--- src/rtl/prn_pkg.sv ---
// Package for the Poisson residual norm block: constants, register indexes
// and the command/status structs between controller and datapath. No dependencies.
package prn_pkg;

  localparam int MAX_COLUMNS_DEF = 1024;

  localparam int VAL_W  = 32;   // Q16.16 pressure and rhs
  localparam int SUM_W  = 64;   // Q32.32 sum
  localparam int GCOL_W = 11;   // grid_columns register
  localparam int GROW_W = 16;   // grid_rows register and row counter
  localparam int NX_W   = 35;   // second difference of three Q16.16 values
  localparam int PROD_W = 52;   // NX_W times a 17-bit signed half of a scale
  localparam int LAP_W  = 68;   // sum of four shifted partial products
  localparam int RES_W  = 69;   // residual before rounding
  localparam int APB_AW = 4;
  localparam int APB_DW = 32;

  localparam logic [1:0] REG_GRID_COLUMNS = 2'd0;
  localparam logic [1:0] REG_GRID_ROWS    = 2'd1;
  localparam logic [1:0] REG_INV_DX_SQ    = 2'd2;
  localparam logic [1:0] REG_INV_DY_SQ    = 2'd3;

  localparam logic [GCOL_W-1:0] GRID_COLUMNS_RST = 11'd3;
  localparam logic [GROW_W-1:0] GRID_ROWS_RST    = 16'd3;
  localparam logic [VAL_W-1:0]  INV_SQ_RST       = 32'h0001_0000;

  // Commands from the controller to the datapath.
  typedef struct packed {
    logic       cap_in;      // take the accepted cell into the datapath
    logic       rd_second;   // second read pair (right and upper neighbors)
    logic       cap_first;   // capture center, left and rhs/flag
    logic       cap_second;  // capture right and upper, form both differences
    logic       mem_we;      // update the three line buffers
    logic       mul_en;      // multiply one partial product
    logic [1:0] mul_sel;     // bit 1: row direction, bit 0: upper scale half
    logic       acc_en;      // add the last partial product into the Laplacian
    logic       res_en;      // round and clamp the residual
    logic       sq_en;       // square the residual magnitude
    logic       sum_en;      // add the square into the saturating sum
    logic       sum_clr;     // start a new grid
    logic       out_load;    // load the output register
  } cmd_t;

  typedef struct packed {
    logic fluid;             // flag of the center cell just read
  } stat_t;

endpackage

--- src/rtl/prn_ctrl.sv ---
// Controller of the Poisson residual norm block: item sequencing, grid position
// counters, interior test and output valid. Depends on prn_pkg.
module prn_ctrl #(
  parameter int MAX_COLUMNS = prn_pkg::MAX_COLUMNS_DEF
) (
  input  logic                           clk,
  input  logic                           rst_n,
  input  logic [prn_pkg::GCOL_W-1:0]     grid_columns,
  input  logic [prn_pkg::GROW_W-1:0]     grid_rows,
  input  logic                           in_tvalid,
  input  logic                           in_tlast,
  output logic                           in_tready,
  input  logic                           out_tready,
  output logic                           out_tvalid,
  output logic [$clog2(MAX_COLUMNS)-1:0] col_addr,
  output prn_pkg::cmd_t                  cmd,
  input  prn_pkg::stat_t                 stat
);
  import prn_pkg::*;

  localparam int CW = $clog2(MAX_COLUMNS);
  localparam int XW = CW + 1;

  localparam logic [3:0] S_IDLE = 4'd0;
  localparam logic [3:0] S_RD0  = 4'd1;
  localparam logic [3:0] S_RD1  = 4'd2;
  localparam logic [3:0] S_WR   = 4'd3;
  localparam logic [3:0] S_MUL  = 4'd4;
  localparam logic [3:0] S_RES  = 4'd5;
  localparam logic [3:0] S_SQ   = 4'd6;
  localparam logic [3:0] S_ACC  = 4'd7;
  localparam logic [3:0] S_FIN  = 4'd8;

  logic [3:0]        state_r, state_nxt;
  logic [CW-1:0]     col_r, col_nxt;
  logic [GROW_W-1:0] row_r, row_nxt;
  logic [CW-1:0]     c_r, c_nxt;
  logic              eval_r, eval_nxt;
  logic              last_r, last_nxt;
  logic [2:0]        mcnt_r, mcnt_nxt;
  logic              ovalid_r, ovalid_nxt;

  logic [XW-1:0]     cols_eff;
  logic [GROW_W-1:0] rows_eff;
  logic [CW-1:0]     c_cur;
  logic [XW-1:0]     c_cur_p1;
  logic [XW-1:0]     c_r_p1;
  logic              accept;
  logic              fin_go;

  // Out-of-range register values are clamped into the usable range.
  always_comb begin
    if (32'(grid_columns) > 32'(MAX_COLUMNS)) begin
      cols_eff = XW'(MAX_COLUMNS);
    end else if (grid_columns < 11'd3) begin
      cols_eff = XW'(3);
    end else begin
      cols_eff = XW'(grid_columns);
    end
    rows_eff = (grid_rows < 16'd3) ? 16'd3 : grid_rows;
  end

  assign c_cur    = ({1'b0, col_r} >= cols_eff) ? '0 : col_r;
  assign c_cur_p1 = {1'b0, c_cur} + XW'(1);
  assign c_r_p1   = {1'b0, c_r} + XW'(1);

  assign in_tready  = (state_r == S_IDLE);
  assign accept     = in_tvalid && in_tready;
  assign fin_go     = !last_r || !ovalid_r || out_tready;
  assign out_tvalid = ovalid_r;
  assign col_addr   = c_r;

  always_comb begin
    state_nxt  = state_r;
    col_nxt    = col_r;
    row_nxt    = row_r;
    c_nxt      = c_r;
    eval_nxt   = eval_r;
    last_nxt   = last_r;
    mcnt_nxt   = mcnt_r;
    ovalid_nxt = ovalid_r && !out_tready;
    cmd        = '0;
    unique case (state_r)
      S_IDLE: begin
        if (accept) begin
          cmd.cap_in = 1'b1;
          c_nxt      = c_cur;
          last_nxt   = in_tlast;
          eval_nxt   = (row_r >= 16'd2) && (row_r <= rows_eff - 16'd1) &&
                       (c_cur != '0) && (c_cur_p1 < cols_eff);
          state_nxt  = S_RD0;
        end
      end
      S_RD0: begin
        state_nxt = S_RD1;
      end
      S_RD1: begin
        cmd.cap_first = 1'b1;
        cmd.rd_second = 1'b1;
        state_nxt     = S_WR;
      end
      S_WR: begin
        cmd.cap_second = 1'b1;
        cmd.mem_we     = 1'b1;
        mcnt_nxt       = '0;
        state_nxt      = (eval_r && stat.fluid) ? S_MUL : S_FIN;
      end
      S_MUL: begin
        // Four partial products, each added in the cycle after it is formed.
        cmd.mul_en  = (mcnt_r != 3'd4);
        cmd.mul_sel = mcnt_r[1:0];
        cmd.acc_en  = (mcnt_r != 3'd0);
        mcnt_nxt    = mcnt_r + 3'd1;
        if (mcnt_r == 3'd4) begin
          state_nxt = S_RES;
        end
      end
      S_RES: begin
        cmd.res_en = 1'b1;
        state_nxt  = S_SQ;
      end
      S_SQ: begin
        cmd.sq_en = 1'b1;
        state_nxt = S_ACC;
      end
      S_ACC: begin
        cmd.sum_en = 1'b1;
        state_nxt  = S_FIN;
      end
      S_FIN: begin
        if (fin_go) begin
          state_nxt = S_IDLE;
          if (last_r) begin
            cmd.out_load = 1'b1;
            cmd.sum_clr  = 1'b1;
            ovalid_nxt   = 1'b1;
            col_nxt      = '0;
            row_nxt      = '0;
          end else if (c_r_p1 >= cols_eff) begin
            col_nxt = '0;
            row_nxt = (row_r != 16'hFFFF) ? row_r + 16'd1 : row_r;
          end else begin
            col_nxt = c_r_p1[CW-1:0];
          end
        end
      end
      default: begin
        state_nxt = S_IDLE;
      end
    endcase
  end

  always_ff @(posedge clk) begin
    if (!rst_n) begin
      state_r  <= S_IDLE;
      col_r    <= '0;
      row_r    <= '0;
      c_r      <= '0;
      eval_r   <= 1'b0;
      last_r   <= 1'b0;
      mcnt_r   <= '0;
      ovalid_r <= 1'b0;
    end else begin
      state_r  <= state_nxt;
      col_r    <= col_nxt;
      row_r    <= row_nxt;
      c_r      <= c_nxt;
      eval_r   <= eval_nxt;
      last_r   <= last_nxt;
      mcnt_r   <= mcnt_nxt;
      ovalid_r <= ovalid_nxt;
    end
  end

endmodule

--- config.mk ---
export PLATFORM = sky130hd
export DESIGN_NAME = prn_ctrl
export DESIGN_NICKNAME = d
export VERILOG_FILES = /design/src/rtl/prn_pkg.sv /design/src/rtl/prn_ctrl.sv
export SDC_FILE = /design/constraint.sdc
export NUM_CORES = 1
export LEC_CHECK = 0
export CAP_MARGIN = 20
export CORE_UTILIZATION = 50
export CTS_CLUSTER_DIAMETER = 80
export DETAILED_ROUTE_END_ITERATION = 8
export DONT_BUFFER_PORTS = 1
export PLACE_DENSITY = 0.63
export SETUP_SLACK_MARGIN = 0.5
export SLEW_MARGIN = 40
export SYNTH_ARGS = -nofsm -noshare
export SYNTH_HDL_FRONTEND = slang
export SYNTH_SLANG_ARGS = --single-unit
--- constraint.sdc ---
create_clock -name clk -period 6.2 [get_ports clk]
set_input_delay 1.24 -clock clk [delete_from_list [all_inputs] [get_ports clk]]
set_output_delay 1.24 -clock clk [all_outputs]
set_load 0.02 [all_outputs]
# Word-level counts from Yosys, hierarchy flattened
# Index checks and enable logic that the tools add are counted.
dict set report totals {
  register_bits 46
  latch_bits 0
  ram_bits 0
  mem_bits_ro 0
  word_cells 85
  memories 0
}
dict set report classes {
  n_addsub 5
  n_mul 0
  n_div 0
  n_lt_le_gt_ge 8
  eq_ne 14
  shifts 0
  n_mux 29
  bitwise_logic 0
  n_reduce_logical 21
}
# op count
set op_table {}
lappend op_table {{$mux 16} 4}
lappend op_table {{$pmux 4 s9} 1}
lappend op_table {{$mux 10} 3}
lappend op_table {{$add 10x1->11 const B} 2}
lappend op_table {{$mux 11} 2}
lappend op_table {{$mux 4} 5}
lappend op_table {{$add 16x1->16 const B} 1}
lappend op_table {{$eq 4x3->1 const B} 4}
lappend op_table {{$ge 16x2->1 const B} 1}
lappend op_table {{$le 16x16->1} 1}
lappend op_table {{$lt 16x2->1 const B} 1}
lappend op_table {{$ne 16x16->1 const B} 1}
lappend op_table {{$sub 16x1->16 const B} 1}
lappend op_table {{$ge 10x11->1} 1}
lappend op_table {{$ge 11x11->1} 1}
lappend op_table {{$gt 11x11->1 const B} 1}
lappend op_table {{$lt 11x11->1} 1}
lappend op_table {{$lt 11x2->1 const B} 1}
lappend op_table {{$mux 2} 5}
lappend op_table {{$reduce_bool 10->1} 1}
lappend op_table {{$eq 4x2->1 const B} 2}
lappend op_table {{$mux 1} 8}
lappend op_table {{$logic_and 1x1->1} 6}
lappend op_table {{$pmux 3 s2} 1}
lappend op_table {{other kinds (15)} 22}

# Depth between registers and ports, before layout
dict set report logic_depth {
  depth_word 8
  ltp_mapped 18
  ltp_nobuf 18
}

# Worst setup path after synthesis
# Ideal clock, no wire load.
dict set report synth_path {
  kind {input-to-reg}
  start {input grid_columns[2] in the netlist's numbering}
  end {register eval_r}
  t_arrival_ns 4.485
  setup_slack_ns 1.628
  cell_stages 15
  path_buffers 0
  path_cell_list {nor4_1 a21o_1 nand2_1 ha_1 a31oi_1 or3_1 a311oi_1 nor2_1 ha_1 a21o_1 a211oi_1 a211oi_1 a31oi_1 nand3_1 o31ai_1}
}
dict set report synth_via {
  elab_chain_len 8
  elab_cells_between_ends 11
  cone_classes {add/sub: 1; order compare: 4; mux: 3; reduce/logical: 3}
}
# item line_no
set synth_lines {}
lappend synth_lines {{start: declaration} prn_ctrl.sv:8} ;# input logic [prn_pkg::GCOL_W-1:0] grid_columns,
lappend synth_lines {{$lt 11x2->1} prn_ctrl.sv:55} ;# end else if (grid_columns < 11'd3) begin
lappend synth_lines {{$mux 11} prn_ctrl.sv:55}
lappend synth_lines {{$mux 11 (*)} prn_ctrl.sv:53} ;# if (32'(grid_columns) > 32'(MAX_COLUMNS)) begin
lappend synth_lines {{$ge 10x11->1} prn_ctrl.sv:63} ;# assign c_cur = ({1'b0, col_r} >= cols_eff) ? '0 : col_r;
lappend synth_lines {{$mux 10} prn_ctrl.sv:63}
lappend synth_lines {{$add 10x1->11 or $reduce_bool 10->1 (tied branches)} {prn_ctrl.sv:64, prn_ctrl.sv:90}}
lappend synth_lines {{$lt 11x11->1 or $logic_and 1x1->1 (tied branches)} {prn_ctrl.sv:90, prn_ctrl.sv:89}}
lappend synth_lines {{$logic_and 1x1->1 (*)} prn_ctrl.sv:90} ;# (c_cur != '0) && (c_cur_p1 < cols_eff);
lappend synth_lines {{end signal: assignment} prn_ctrl.sv:168} ;# eval_r <= eval_nxt;
lappend synth_lines {{end: declaration} prn_ctrl.sv:38} ;# logic eval_r, eval_nxt;
# Every way passes the cells marked *; elsewhere a longest branch is shown, timed or not.
# A chain may end at the register's enable or synchronous reset.

# Final worst setup path
# Ends and elaborated chain as after synthesis.

==> out/metrics.cfg <==
[floorplan]
start_util = 0.527
die_h_um = 90.4
rows = 31
die_area_mm2 = 0.00816
fp.coreArea_mm2 = 0.00741
die_w_um = 90.4
ios = 59

[timing]
fin_crit_ns = 4.51
tightest_slew_ns = 0.806
fin_setup_tns_ns = 0
slew_headroom = 0.458
post-route-period-util = 0.727
finalSetupViolCount = 0
rsz0062_at_grt = no
skew_ns = 0.0109
max_clock_freq_mhz = 222
slew_viol_final = 0
hold_viol_final = 0

[worst_setup_path]
ff2ff_path_depth = 14
r2r_slack_ns = 2.72
critPathCaptureType = flop
critPathMaxStageDelay_ns = 0.54
cp.arrival_ns = 4.72
r2r_start = col_r[0]
path_class = input pin to flop
cp_data_required_time_ns = 6.41
critical-path-slowest-cell = a311oi_2
r2r_end = eval_r
critPathLaunchType = input pin
path_cells = nor4_1 -> a21oi_1 -> nor2_1 -> ha_1 -> nand2b_1 -> a31oi_1 -> or3_1 -> a311oi_2 -> nor2_1 -> ha_1 -> a21o_1 -> a211oi_1 -> a211oi_1 -> a31oi_1 -> nand3_1 -> o31ai_1
cp_max_fo = 9

[status]
status = finished, final reports clean

[worst_hold_path]
hold_start = eval_r
hp-class = flop to flop
hold_depth = 2
holdPathEnd = eval_r

[final_layout]
nFillCells = 717
regArea_um2 = 921
fin_nets = 575
antenna_cells = 0
multi_input_area_mm2 = 0.00286
drive_gt1_frac = 0.0491
final_util = 0.552
area_growth_pct = 4.71

[routing]
wl_per_cell_um = 16.3
ant_nets = 0
wl_um = 9610
avgViaCountPerCell = 5.96
vias = 3506
first_pass_iters = 4
drtIter0Drc = 172
drc_errors = 0

[clocking]
clkSlewWorstSetupHoldPaths_ns = 0.08
cts_buffers = 5
cts_hold_buf = 0
cts_htree_levels = 2
cts_root_buf = clkbuf_8
cts_resized = 0
cts_sinks = 46
insertion_delay_ns = 0.30
post_cts_buffers = 0
cts_tree = done
clock_path_buffers = 2

[grt]
overflow = 0
grt_pass1_vias = 3365
grt_max_degree = 27
grt_usage = 0.242
antenna_found_initial = 0
grt_pass1_wl_um = 16100

[synth]
yosys.area_share.adder = 0.173
synthArstFlopShare = 0
post-synth-top-count-cell = nand2_1
netlist_top_cells_count = nand2_1 (75), ha_1 (54), dfxtp_1 (46)
synthTopCellsByArea = dfxtp_1 (24%), ha_1 (17%), nand2_1 (7.2%), xnor2_1 (4.0%), nor2_1 (3.7%)
syn-instance-count = 499
postSynthAreaPerCell_um2 = 7.82
synth_compound_area_frac = 0.164
ys_seq_area_frac = 0.236
ys_ff_latch = 46
yosys_most_used_dff = dfxtp_1
yosys.area_share.simple = 0.309
syn-cell-area_mm2 = 0.00390
synth_cell_type_count = 53
post-synth-top-area-cell = dfxtp_1
synth_xor_area_frac = 0.0696
syn-num-nets = 586
synth_top_area_frac = 0.236
yosys-mux-area-fraction = 0.0103
yosysWarnings = 0
synth_edf_count = 0
synth_top_family_by_area = simple AND/OR/NAND/NOR gates

[power]
powerDensity_mw_per_mm2 = 151
ir_worst_vdd_mv = 0.151
power_w = 0.000617
leakage_nw = 1.63

[place]
portBuffers = 0
gp_congestion = 0.968
dp_hpwl_um = 7660

[run]
max_cap_violations = 0

## routing by layer
metal / part of all wire / track usage / vias to the layer above
li1: - / - / 1776
met4: 0.0057 / 0.0538 / 0
met1: 0.49 / 0.337 / 1646
met5: 0 / 0 / -
met2: 0.44 / 0.383 / 78
met3: 0.057 / 0.0488 / 6
## layout by cell type (no fill, tap or decap), types with 13 or more instances in the layout
cell	n
xor2_1	13
nor3_1	14
dfxtp_1	46
nor2_1	38
xnor2_1	18
nand2_1	75
o21ai_0	14
nand2b_1	13
a21oi_1	19
inv_1	14
nand3_1	26
ha_1	54
nand4_1	13
## layout make-up
type / instances / area share
clock inverters: 2 / 0.00918
well taps: 99 / 0.0303
multi-input cells: 417 / 0.699
inverters: 16 / 0.0147
clock buffers: 6 / 0.0178
flip-flops and latches: 46 / 0.225
repair buffers: 2 / 0.00367
## critical path, delay by kind of cell
family / cells / cell delay, ns
AOI/OAI and AO/OA: 8 / 1.65
and+or+nand+nor: 6 / 1.33
adders and majority gates: 2 / 0.52
## cell families (layout without fill, tap and decap cells)
| logic type | Yosys count | in the layout |
|---|---|---|
| AOI/OAI and AO/OA | 92 | 92 |
| buffers and inverters | 36 | 26 |
| xor gates and xnor gates | 31 | 31 |
| adders and majority gates | 54 | 54 |
| muxes | 4 | 4 |
| and+or+nand+nor | 236 | 236 |
| DFF | 46 | 46 |
## flip-flops by register name, indices dropped and copies added, names as in the netlist
signal      flops
row_r          16
col_addr       10
col_r          10
state_r         4
mcnt_r          3
eval_r          1
last_r          1
out_tvalid      1
## how the worst max path moves through the flow
stage,start,endpoint,slack [ns],cells after the start
detailed placement,grid_rows[6],eval_r,1.42,18
global placement,grid_columns[2],eval_r,1.25,16
floorplan,grid_columns[2],eval_r,1.63,15
CTS,grid_rows[6],eval_r,1.73,18
global route,grid_columns[7],eval_r,1.39,16
finish,grid_columns[2],eval_r,1.69,16
## power breakdown
group,switching (W),internal (W)
Sequential,0.00000829,0.000298
Clock,0.000101,0.000120
Combinational,0.0000582,0.0000306
Total,0.000168,0.000449
## metrics by stage
stage | worst slack [ns] | cells | hold WS (ns) | instance area (um^2)
after CTS | 1.73 | 588 | 0.492 | 4090
after detailed placement | 1.42 | 580 | 0.478 | 3980
after global routing | 1.39 | 588 | 0.520 | 4090
final | 1.69 | 588 | 0.489 | 4090
after global placement | 1.25 | 580 | 0.482 | 3950
after floorplan | 1.63 | 499 | 0.446 | 3900
Power figures use the tool's default switching activity.
